==> src/sv/pat_pkg.sv <==
`default_nettype none

package pat_pkg;

  localparam int AddrW  = 48;
  localparam int CountW = 5;

  localparam logic [1:0] ActAdd    = 2'd0;
  localparam logic [1:0] ActRemove = 2'd1;
  localparam logic [1:0] ActQuery  = 2'd2;
  localparam logic [1:0] ActClear  = 2'd3;

  localparam logic [CountW-1:0] CountMax = 5'd31;

  typedef struct packed {
    logic [1:0]       action;
    logic [AddrW-1:0] mac_address;
  } req_t;

  typedef struct packed {
    logic              ok;
    logic [CountW-1:0] entry_count;
  } rsp_t;

endpackage

`default_nettype wire

==> src/sv/peer_address_table_top.sv <==
`default_nettype none

// Station address table: TABLE_SLOTS 48-bit addresses kept in a single-port-read
// RAM, with one valid flop per slot and a running count of valid slots. Every
// request (add, remove, query, clear) returns one word with a success flag and
// the valid count after the action, saturated at 31. Add, remove and query walk
// the RAM one slot per cycle through its one read port, then register the result
// in the finish state; clear skips the walk and goes straight to finish, which
// waits while an earlier result is held and out_ready is low. One request is
// worked at a time; the next can be accepted as soon as the previous result is
// registered, even while it still waits on out_ready.
module peer_address_table_top #(
  parameter int TABLE_SLOTS = 16
) (
  input  wire logic          clk,
  input  wire logic          rst_n,
  input  wire logic          in_valid,
  output logic               in_ready,
  input  wire pat_pkg::req_t in_data,
  output logic               out_valid,
  input  wire logic          out_ready,
  output pat_pkg::rsp_t      out_data
);

  localparam int IDX_W = (TABLE_SLOTS > 1) ? $clog2(TABLE_SLOTS) : 1;
  localparam int CNT_W = $clog2(TABLE_SLOTS + 1);
  localparam int SAT_W = (CNT_W > pat_pkg::CountW) ? CNT_W : pat_pkg::CountW;
  localparam logic [IDX_W-1:0] LastIdx = IDX_W'(TABLE_SLOTS - 1);

  typedef enum logic [1:0] {
    ST_IDLE,
    ST_SCAN,
    ST_FINISH
  } state_t;

  state_t                   state_r;
  pat_pkg::req_t            req_r;
  logic [TABLE_SLOTS-1:0]   valid_r;
  logic [CNT_W-1:0]         count_r;
  logic [IDX_W-1:0]         rd_idx_r;
  logic                     issue_done_r;
  logic                     cmp_vld_r;
  logic [IDX_W-1:0]         cmp_idx_r;
  logic                     hit_r;
  logic [IDX_W-1:0]         hit_idx_r;
  logic                     free_r;
  logic [IDX_W-1:0]         free_idx_r;
  logic                     out_valid_r;
  pat_pkg::rsp_t            out_data_r;

  logic                     issue;
  logic                     ram_we;
  logic [pat_pkg::AddrW-1:0] rd_data;
  logic                     cmp_hit;
  logic                     out_free;
  logic                     fin_ok;
  logic [CNT_W-1:0]         count_nxt;
  logic [TABLE_SLOTS-1:0]   valid_nxt;
  logic [SAT_W-1:0]         count_wide;

  assign in_ready  = (state_r == ST_IDLE);
  assign out_valid = out_valid_r;
  assign out_data  = out_data_r;
  assign out_free  = !out_valid_r || out_ready;

  assign issue   = (state_r == ST_SCAN) && !issue_done_r;
  assign cmp_hit = cmp_vld_r && valid_r[cmp_idx_r] && (rd_data == req_r.mac_address);
  assign ram_we  = (state_r == ST_FINISH) && out_free && (req_r.action == pat_pkg::ActAdd)
                   && !hit_r && free_r;

  pat_ram #(
    .WIDTH (pat_pkg::AddrW),
    .DEPTH (TABLE_SLOTS)
  ) u_addr_ram (
    .clk   (clk),
    .we    (ram_we),
    .waddr (free_idx_r),
    .wdata (req_r.mac_address),
    .raddr (rd_idx_r),
    .rdata (rd_data)
  );

  // outcome of the finished request
  always_comb begin
    fin_ok    = 1'b0;
    count_nxt = count_r;
    valid_nxt = valid_r;
    case (req_r.action)
      pat_pkg::ActAdd: begin
        if (hit_r) begin
          fin_ok = 1'b1;
        end else if (free_r) begin
          fin_ok                = 1'b1;
          valid_nxt[free_idx_r] = 1'b1;
          count_nxt             = count_r + CNT_W'(1);
        end
      end
      pat_pkg::ActRemove: begin
        if (hit_r) begin
          fin_ok               = 1'b1;
          valid_nxt[hit_idx_r] = 1'b0;
          count_nxt            = count_r - CNT_W'(1);
        end
      end
      pat_pkg::ActQuery: begin
        fin_ok = hit_r;
      end
      default: begin
        fin_ok    = 1'b1;
        valid_nxt = '0;
        count_nxt = '0;
      end
    endcase
  end

  assign count_wide = SAT_W'(count_nxt);

  always_ff @(posedge clk) begin
    if (!rst_n) begin
      state_r      <= ST_IDLE;
      valid_r      <= '0;
      count_r      <= '0;
      rd_idx_r     <= '0;
      issue_done_r <= 1'b0;
      cmp_vld_r    <= 1'b0;
      hit_r        <= 1'b0;
      free_r       <= 1'b0;
      out_valid_r  <= 1'b0;
    end else begin
      // in finish the result register is reloaded below
      if (out_valid_r && out_ready && (state_r != ST_FINISH)) begin
        out_valid_r <= 1'b0;
      end
      cmp_vld_r <= issue;
      cmp_idx_r <= rd_idx_r;
      case (state_r)
        ST_IDLE: begin
          if (in_valid) begin
            req_r        <= in_data;
            rd_idx_r     <= '0;
            issue_done_r <= 1'b0;
            hit_r        <= 1'b0;
            free_r       <= 1'b0;
            state_r      <= (in_data.action == pat_pkg::ActClear) ? ST_FINISH : ST_SCAN;
          end
        end
        ST_SCAN: begin
          if (issue) begin
            if (rd_idx_r == LastIdx) begin
              issue_done_r <= 1'b1;
            end else begin
              rd_idx_r <= rd_idx_r + IDX_W'(1);
            end
          end
          if (cmp_hit && !hit_r) begin
            hit_r     <= 1'b1;
            hit_idx_r <= cmp_idx_r;
          end
          // lowest free slot is the first invalid one seen
          if (cmp_vld_r && !valid_r[cmp_idx_r] && !free_r) begin
            free_r     <= 1'b1;
            free_idx_r <= cmp_idx_r;
          end
          if (cmp_vld_r && cmp_idx_r == LastIdx) begin
            state_r <= ST_FINISH;
          end
        end
        ST_FINISH: begin
          if (out_free) begin
            valid_r                <= valid_nxt;
            count_r                <= count_nxt;
            out_valid_r            <= 1'b1;
            out_data_r.ok          <= fin_ok;
            out_data_r.entry_count <= (count_wide > SAT_W'(pat_pkg::CountMax))
                                      ? pat_pkg::CountMax
                                      : count_wide[pat_pkg::CountW-1:0];
            state_r                <= ST_IDLE;
          end
        end
        default: begin
          state_r <= ST_IDLE;
        end
      endcase
    end
  end

  a_count_matches_valid: assert property (@(posedge clk) disable iff (!rst_n)
    count_r == CNT_W'($countones(valid_r)))
    else $error("valid count does not match valid flags");

  a_count_bounded: assert property (@(posedge clk) disable iff (!rst_n)
    SAT_W'(count_r) <= SAT_W'(TABLE_SLOTS))
    else $error("valid count above table size");

  a_compare_only_in_scan: assert property (@(posedge clk) disable iff (!rst_n)
    cmp_vld_r |-> (state_r == ST_SCAN))
    else $error("slot compare outside scan");

  a_write_once_per_finish: assert property (@(posedge clk) disable iff (!rst_n)
    ram_we |=> (state_r == ST_IDLE) && out_valid_r && out_data_r.ok)
    else $error("table write without a successful add result");

endmodule

`default_nettype wire

==> src/sv/pat_ram.sv <==
`default_nettype none

module pat_ram #(
  parameter int WIDTH  = 48,
  parameter int DEPTH  = 16,
  parameter int ADDR_W = (DEPTH > 1) ? $clog2(DEPTH) : 1
) (
  input  wire logic              clk,
  input  wire logic              we,
  input  wire logic [ADDR_W-1:0] waddr,
  input  wire logic [WIDTH-1:0]  wdata,
  input  wire logic [ADDR_W-1:0] raddr,
  output logic      [WIDTH-1:0]  rdata
);

  logic [WIDTH-1:0] mem [DEPTH];

  always_ff @(posedge clk) begin
    if (we) begin
      mem[waddr] <= wdata;
    end
    rdata <= mem[raddr];
  end

endmodule

`default_nettype wire
==> config.mk <==
export PLATFORM = sky130hd
export DESIGN_NAME = peer_address_table_top
export DESIGN_NICKNAME = d
export VERILOG_FILES = /design/src/sv/pat_pkg.sv /design/src/sv/peer_address_table_top.sv /design/src/sv/pat_ram.sv
export SDC_FILE = /design/constraint.sdc
export NUM_CORES = 1
export LEC_CHECK = 0
export BUFFER_PORTS_ARGS = -buffer_cell sky130_fd_sc_hd__buf_2
export CORE_AREA = 5 5 244 246
export CTS_CLUSTER_DIAMETER = 60
export DETAILED_ROUTE_END_ITERATION = 16
export DIE_AREA = 0 0 249 251
export HOLD_SLACK_MARGIN = 0.06
export PLACE_DENSITY = 0.75
export SYNTH_ARGS = -nofsm -noshare
export SYNTH_HDL_FRONTEND = slang
export SYNTH_HIERARCHICAL = 1
export SYNTH_SLANG_ARGS = --single-unit
==> constraint.sdc <==
create_clock -name clk -period 11.79 [get_ports clk]
set_clock_uncertainty 0.05 [all_clocks]
set_input_delay 2.358 -clock clk [delete_from_list [all_inputs] [get_ports clk]]
set_output_delay 2.358 -clock clk [all_outputs]
set_load 0.01 [all_outputs]
# == After elaboration in Yosys (flattened, before gate mapping) ==
# Memories as Yosys holds them, arrays and structs flattened. A register that Yosys moved wholly into a read port is not among the register bits.
# Index checks and enable logic that the tools add are counted.
# word_totals
inputBits,54
mem_bits_rw,768
elab_cells,125
mem_count,1
output_inout_bits,8
reg_bits,100
# memory_table
name,words,width,read_ports,rd_clocked_by_memory_dff,wr,line_no,rtl
u_addr_ram.mem,16,48,1,1,1,pat_ram.sv:16,logic [WIDTH-1:0] mem [DEPTH];
# classes
muxes,40
n_reduce_logical,35
n_lt_le_gt_ge,6
bitwise_logic,4
n_eq_ne,20
n_addsub,3
# ops
cell,count
$eq 48x48->1,1
$mux 16,3
$pmux 16 s3,1
$reduce_and 3->1,7
$and 16x16->16,1
$mux 1,16
$ne 2x2->1 const B,8
$not 16->16,1
$or 16x16->16,1
$logic_and 1x1->1,15
$lt 4x5->1 const B,3
$mux 5,3
$pmux 5 s3,1
$mux 4,3
$demux 1 s4,2
$eq 4x4->1 const B,2
$ge 4x1->1 const B,2
$mux 2,4
$ne 2x1->1 const B,4
$pmux 4 s2,1
$reduce_and 4->1,2
$eq 2x2->1 const B,3
$pmux 1 s2,3
$pmux 2 s3,1
other kinds (14),20

# == Longest topological paths before layout ==
# Gate-level depths: netlist of run 1.
# depth
word_depth,8
ltp_mapped,8
ltp_nobuf,7

# == Hierarchy ==
# Netlist of run 1, hierarchy kept.
# modules_own_cells
mod,seq_area_each_um2,n_inst,cells_per_inst,area_each_um2
pat_ram,24023.0,1,1242,29694.7
peer_address_table_top,2682.6,1,407,4670.7

# == Least setup slack after synthesis of run 1 ==
# OpenSTA, ideal clock, no wires.
# synth_path
kind,in2reg
from,in out_ready
to,mem u_addr_ram.mem[0][0] (enable)
setup_slack_ns,4.443
required_time_ns,11.227
stages,6
t_arrival_ns,6.784
path_cell_list,nand2b_1 -> nand2b_1 -> clkbuf_1 -> nor3_1 -> or3b_2 -> nor3_1
# synth_between
elab_chain_len,7
# synth_rtl
element,line_no,rtl
from (decl),peer_address_table_top.sv:21,"input wire logic out_ready,"
$logic_or 1x1->1,peer_address_table_top.sv:64,assign out_free = !out_valid_r || out_ready;
$logic_and 1x1->1 (2 in a row),peer_address_table_top.sv:68,assign ram_we = (state_r == ST_FINISH) && out_free && (req_r.action == pat_pkg::ActAdd)
$logic_and 1x1->1 (2 in a row),peer_address_table_top.sv:69,&& !hit_r && free_r;
named net ram_we,peer_address_table_top.sv:52,logic ram_we;
$mux 1,pat_ram.sv:19,if (we) begin
$mux 1 (not written as such),pat_ram.sv:20,mem[waddr] <= wdata;
to (decl),pat_ram.sv:16,
# The timed path passes the listed nets, and every way through them passes these cells.

# == Final worst setup path of run 1 ==
# layout_path
from,in out_ready
to,mem u_addr_ram.mem[13][13] (enable)
# Same word-level chain as after synthesis.

==> out/results.ini, run 1 <==
[detailed_routing]
first_pass_iters = 5
num_vias = 16500
route.detailed.drc = 0
routed_wirelength_mm = 70.5
via_per_inst = 6.35
avgRoutedWirePerCell_um = 27.2
first_iter_violations = 1651
ant_nets = 0

[floorplanning]
placementRows = 88
dieArea_sq_um = 62500
die_x_um = 249
die_h_um = 251
start_util = 0.601
core-area_sq_um = 57100
ios = 62

[global_route]
grt_pass1_vias = 17200
use_met1 = 0.318
grt-busiest-layer = met2
antenna_found_initial = 0
gr-usage-met2 = 0.378
grtUsageMet3 = 0.0359
grt_pass1_wl_mm = 107
grt-ovfl-total = 0
grt_max_degree = 101
grt_usage = 0.227

[synth]
post-synth-top-count-cell = edfxtp_1
yosysSeqAreaShare = 0.777
synth_warnings = 6
netlist_top_cells_count = 836 x edfxtp_1, 194 x mux4_2, 98 x a22oi_1, 80 x dfxtp_1, 75 x nand2_1
netlist_area_sq_um = 34400
netlist_instances = 1649
synth_top_cell_by_area = edfxtp_1
ys_top_cells_by_area = edfxtp_1 73%, mux4_2 13%, dfxtp_1 4.7%
synth-edff-count = 836
synth_fp_nets = 1710
synth.avg_cell_area_sq_um = 20.8
netlist.area_leader.share = 0.731
yosys_most_used_dff = edfxtp_1
ys_ff_latch = 916
async_reset_ff_frac = 0
synth_cell_types = 56

[worst_setup_path]
criticalPathCategory = primary input to flop
crit_start = out_ready
r2r-start = req_r[48]
crit_top_cell = nand2b_1
slowest_stage = nor2_4
slowest_delay_ns = 0.95
path_max_fanout = 25
reg2reg_depth = 7
worstPathRequired_ns = 12.01
end_kind = flop
path_cells = buf_2 > nand2b_1 > nand2b_1 > nor3_1 > nand3_1 > nor2_4 > buf_4
arrival_ns = 5.59
cp-start-kind = primary input
r2r_end = u_addr_ram/mem[13][13]
reg2reg_slack_ns = 7.39
endpoint = u_addr_ram/mem[13][13]

[power]
p_comb_frac = 0.021
clkPwrFrac = 0.430
p_per_area_nw_per_um2 = 170
power_leakage_nw = 12.0
ir_drop_uv = 170
p_switching_mw = 1.29
seq_power_share = 0.548
p_int_mw = 5.26
switching_share = 0.196
p_total_mw = 6.55

[clocking]
cts_made_buffers = 90
clk_path_buf_depth = 3
cts_tree = yes
cts_max_level = 3
cts_resized = 0
cts_setup_buffers = 0
cts_hold_buf = 0
cts_sinks = 916
clk_latency_ns = 0.64
root_buffer = clkbuf_16
path_clk_slew_ns = 0.06

[sta]
fmaxAchievable_ghz = 0.186
worstMarginPinSlew_ns = 1.08
setup_tns_ns = 0
slew-limit-headroom = 0.277
hold_viol = 0
maxSlewViolCount = 0
rsz0062_at_grt = no
finalSetupViolCount = 0
fin_crit_sh = 0.456
fin_crit_ns = 5.37

[cells_and_area]
syn_to_final_growth_pct = 12.2
diodes = 0
drive_above_1_share = 0.245
fin_nets = 1813
final_area_sq_um = 38600
fillers = 3449

[placed_design]
place_hpwl_mm = 37.0
gp_congestion = 0.835
placed_area_sq_um = 35600
port_buffers = 61

[hold_path]
hold_path_class = flop to flop

[flow_run]
cap_violations = 0

[outcome]
outcome = completed

==> stage by stage <==
step           hold WS, ns  std cells  setup WS [ns]  utilization
6_report             0.401       2591           6.42        0.675
5_1_grt              0.436       2591           6.31        0.675
4_1_cts              0.402       2591           6.45        0.675
3_5_place_dp         0.401       2425           5.79        0.623
3_3_place_gp         0.385       2425           5.94        0.623
2_1_floorplan        0.362       1649           4.44            -
==> placed cells by master (no fill, tap or decap), types with 6 or more instances in the layout <==
master	count
nand4_1	12
o21ai_0	20
clkinv_2	14
a21boi_1	18
buf_2	61
clkbuf_8	9
nand2_1	75
nand2b_1	7
nand3_1	10
clkbuf_16	92
nor2_4	13
mux4_2	194
mux2i_1	6
bufinv_16	7
edfxtp_1	836
o22ai_1	6
dfxtp_1	78
clkbuf_1	16
a31oi_1	9
xor2_1	7
buf_4	28
ha_1	7
nor3_1	9
a21oi_1	16
a22oi_1	98
nor2b_1	13
nor2_1	18
inv_1	17
clkinv_1	19
xnor2_1	35
==> state kept, by name, summed over array words and instances (netlist names), 4 cells and up <==
register,cells
out_data,6
cmp_idx_r,4
free_idx_r,4
req_r,50
u_addr_ram/mem,768
hit_idx_r,4
count_r,5
valid_r,16
u_addr_ram/rdata,48
rd_idx_r,4
==> layer usage <==
| metal | wire (um) | share of wire |
|---|---|---|
| met5 | 0 | 0 |
| met4 | 1780 | 0.025 |
| met3 | 4990 | 0.071 |
| met2 | 35800 | 0.51 |
| met1 | 28000 | 0.40 |
==> critical path: cells and delay by family <==
kind	cells	cell delay, ns
and+or+nand+nor	5	2.55
buffers and inverters	2	0.63
==> cell families (layout without fill, tap and decap cells) <==
logic type	count (synthesis)	in the layout	synth area share
AOI/OAI and AO/OA	190	190	0.0392
xor gates and xnor gates	42	42	0.0107
and+or+nand+nor	195	195	0.0282
DFF	916	916	0.777
buffers and inverters	98	275	0.0130
adders and majority gates	7	7	0.00255
muxes	201	201	0.129
==> area by class of cell <==
| type | count | area [sq um] | share of cell area |
|---|---|---|---|
| multi-input combinational | 635 | 7350 | 0.191 |
| sequential | 916 | 26700 | 0.693 |
| clock buffer | 117 | 2490 | 0.0645 |
| clock inverter | 49 | 453 | 0.0117 |
| inverter | 19 | 71.3 | 0.00185 |
| tap | 765 | 957 | 0.0248 |
| timing repair buffer | 90 | 536 | 0.0139 |
==> worst min-delay path by stage <==
| stage | from | end | slack (ns) | cells past startpoint |
|---|---|---|---|---|
| 2_1_floorplan | issue_done_r | cmp_vld_r | 0.36 | 1 |
| 3_3_place_gp | issue_done_r | cmp_vld_r | 0.38 | 1 |
| 3_5_place_dp | issue_done_r | cmp_vld_r | 0.40 | 1 |
| 4_1_cts | issue_done_r | cmp_vld_r | 0.40 | 1 |
| 5_1_grt | issue_done_r | cmp_vld_r | 0.44 | 1 |
| 6_report | issue_done_r | cmp_vld_r | 0.40 | 1 |
==> power by group through the flow <==
stage | logic [mW] | clock network (mW) | registers, mW
after floorplan | 0.109 | 0 | 3.64
after global placement | 0.138 | 0 | 3.66
after detailed placement | 0.139 | 0 | 3.66
after CTS | 0.141 | 2.87 | 3.59
after global routing | 0.150 | 3.02 | 3.59
final | 0.138 | 2.82 | 3.59
(Power assumes the default switching activity.)
==> inputs of run 2 (changes only) <==
--- a/config.mk
+++ b/config.mk
@@ -5,11 +5,12 @@
 export SDC_FILE = /design/constraint.sdc
 export NUM_CORES = 1
 export LEC_CHECK = 0
+export ABC_AREA = 1
 export BUFFER_PORTS_ARGS = -buffer_cell sky130_fd_sc_hd__buf_2
-export CORE_AREA = 5 5 244 246
+export CORE_AREA = 5 5 259 261
 export CTS_CLUSTER_DIAMETER = 60
 export DETAILED_ROUTE_END_ITERATION = 16
-export DIE_AREA = 0 0 249 251
+export DIE_AREA = 0 0 264 266
 export HOLD_SLACK_MARGIN = 0.06
 export PLACE_DENSITY = 0.75
 export SYNTH_ARGS = -nofsm -noshare
==> constraint.sdc (replaced) <==
create_clock -name clk -period 5.29 [get_ports clk]
set_clock_uncertainty 0.05 [all_clocks]
set_input_delay 1.058 -clock clk [delete_from_list [all_inputs] [get_ports clk]]
set_output_delay 1.058 -clock clk [all_outputs]
set_load 0.01 [all_outputs]
==> out/results.ini, run 2 <==
[worst_setup_path]
slowest_delay_ns = 0.76  ; -0.19 ns
path_cells = inv_1 > ha_1 > inv_1 > nor2_1 > inv_1 > nor2_1 > nand3_1 > nor2_4 > buf_4
r2r-start = req_r[48]
worstPathRequired_ns = 5.56  ; -6.45 ns
end_kind = flop
crit_top_cell = inv_1
cp-start-kind = flop
slowest_stage = nor2_4
path_max_fanout = 20  ; -20%
arrival_ns = 4.00  ; -1.59 ns
criticalPathCategory = flop to flop
crit_start = req_r[48]

[placed_design]
place_hpwl_mm = 52.0  ; +40%
dp_cells = 4630  ; +91%
port_buffers = 61  ; unchanged
placed_area_sq_um = 40200  ; +13%
gp_congestion = 0.847  ; +1.5%

[cells_and_area]
seq_area_sq_um = 26700  ; about the same
fillers = 4609  ; +34%
diodes = 0  ; unchanged
largest-register = u_addr_ram/mem
largest_register_ffs = 768  ; unchanged
drive_above_1_share = 0.0737  ; -0.172
syn_to_final_growth_pct = 10.8
final_common_cell = nand2_1
reg_top3 = u_addr_ram/mem x768, req_r x50, u_addr_ram/rdata x48
fin_nets = 3931  ; +120%
final_area_sq_um = 43200  ; +12%
mostFrequentLayoutCells = 1225 x nand2_1, 836 x edfxtp_1, 694 x inv_1, 610 x nand3_1, 95 x clkbuf_16
finalNonFillerCells = 4801  ; +85%
multi_input_area_sq_um = 8880  ; +21%

[synth]
yosys_most_used_dff = edfxtp_1
synth_fp_nets = 3892  ; +130%
yosysSeqAreaShare = 0.685  ; -0.0923
async_reset_ff_frac = 0  ; unchanged
netlist_top_cells_count = 1225 x nand2_1, 836 x edfxtp_1, 696 x inv_1, 610 x nand3_1, 105 x buf_2
synth_cell_types = 33  ; -41%
synth_top_cell_by_area = edfxtp_1
netlist.area_leader.share = 0.644  ; -0.0867
ys_top_cells_by_area = edfxtp_1 64%, nand2_1 12%, nand3_1 7.8%
synth-edff-count = 836  ; unchanged
synth_warnings = 6  ; unchanged
ys_ff_latch = 916  ; unchanged
synth.avg_cell_area_sq_um = 10.2  ; -51%
post-synth-top-count-cell = nand2_1
netlist_area_sq_um = 39000  ; +13%
netlist_instances = 3831  ; +130%

[clocking]
cts_made_buffers = 93  ; +3.3%
root_buffer = clkbuf_16
cts_sinks = 916  ; unchanged
cts_resized = 0  ; unchanged
cts_setup_buffers = 0  ; unchanged
cts_max_level = 3  ; unchanged
clk_path_buf_depth = 3  ; unchanged
path_clk_slew_ns = 0.06  ; about the same
cts_tree = yes
cts_hold_buf = 0  ; unchanged
clk_latency_ns = 0.65  ; about the same

[hold_path]
hp-start = issue_done_r
hold_path_class = flop to flop

[global_route]
grt_pass1_vias = 25100  ; +46%
grt_max_degree = 172  ; +70%
grt_pass1_wl_mm = 140  ; +31%
grt-ovfl-total = 0  ; unchanged
antenna_found_initial = 0  ; unchanged
grt_usage = 0.256  ; +0.0290

[sta]
whs_ns = 0.394  ; -0.00708 ns
setup_tns_ns = 0  ; unchanged
rsz0062_at_grt = no
maxSlewViolCount = 0  ; unchanged
fin_crit_sh = 0.705
fmaxAchievable_ghz = 0.268
worstMarginPinSlew_ns = 1.07  ; -0.0167 ns
slew-limit-headroom = 0.288  ; +0.0112
hold_viol = 0  ; unchanged
finalSetupViolCount = 0  ; unchanged
fin_crit_ns = 3.73

[floorplanning]
dieArea_sq_um = 70200  ; +12%
ios = 62  ; unchanged
core-area_sq_um = 64200  ; +12%
placementRows = 93  ; +5.7%
die_h_um = 266  ; +6.0%
die_x_um = 264  ; +6.0%
start_util = 0.607  ; +0.00572

[power]
p_per_area_nw_per_um2 = 373  ; +120%
power_leakage_nw = 18.3  ; +53%
ir_drop_uv = 346  ; +100%
p_total_mw = 16.1  ; +150%

[detailed_routing]
routed_wirelength_mm = 91.7  ; +30%
route.detailed.drc = 0  ; unchanged
via_per_inst = 5.47  ; -14%
avgRoutedWirePerCell_um = 19.1  ; -30%
first_pass_iters = 6  ; +1
first_iter_violations = 2680  ; +62%
ant_nets = 0  ; unchanged
num_vias = 26200  ; +60%

[flow_run]
cap_violations = 0  ; unchanged

[outcome]
outcome = completed

==> run 2: changes by cell type after synthesis, sizes merged, moves of 26 or more <==
cell | before | now
nand2 | 75 | 1228
inv | 19 | 700
nand3 | 11 | 610
mux4 | 194 | 0
buf | 36 | 142
a22oi | 98 | 0
nor2 | 31 | 88
xnor2 | 35 | 5
a21oi | 16 | 42
==> run 2: critical path, delay by kind of cell, from the launching register on <==
family	cells	cell delay, ns
and+or+nand+nor	4	1.79
buffers and inverters	4	0.86
DFF	1	0.42
adders and majority gates	1	0.29
==> run 2: layout make-up <==
type | count | share of cell area
clock buffer | 119 | 0.0596
clock inverter | 52 | 0.0103
inverter | 700 | 0.0613
multi-input combinational | 2047 | 0.206
sequential | 916 | 0.618
tap | 855 | 0.0247
timing repair buffer | 112 | 0.0203
==> run 2: metal layers <==
layer / routed length, um / up-vias / track usage
met4: 3680 / 0 / 0.103
met1: 36000 / 12500 / 0.340
met5: 0 / - / 0
met2: 44300 / 1138 / 0.424
li1: - / 12400 / -
met3: 7680 / 215 / 0.0465
==> run 2: where the power goes <==
group	switching (mW)	leakage, nW	internal [mW]
Combinational	1.02	8.65	0.430
Sequential	0.212	8.20	8.05
Clock	2.71	1.48	3.70
==> run 2: final timing paths <==
| path | end | depth (start not counted) | slack [ns] |
|---|---|---|---|
| worst max-delay path | u_addr_ram/mem[15][23] | 9 | 1.56 |
| worst min-delay path | cmp_vld_r | 1 | 0.39 |
| worst max register to register | u_addr_ram/mem[15][23] | 9 | 1.56 |
| worst min register to register | cmp_vld_r | 1 | 0.39 |
==> run 2: per-stage QoR <==
step / utilization / setup WS, ns
final: 0.673 / 1.56
after global routing: 0.673 / 1.35
after CTS: 0.673 / 1.55
after detailed placement: 0.626 / 0.924
after global placement: 0.626 / 1.01
after floorplan: - / 1.06
==> run 2: cell families after synthesis <==
kind of cell | count (synthesis) | share of synthesized area
AO/OA/AOI/OAI | 99 | 0.0138
XOR/XNOR | 7 | 0.00157
adder cells (fa/ha/maj) | 7 | 0.00225
buffers and inverters | 868 | 0.0906
flip-flops | 916 | 0.685
AND/OR/NAND/NOR | 1934 | 0.207
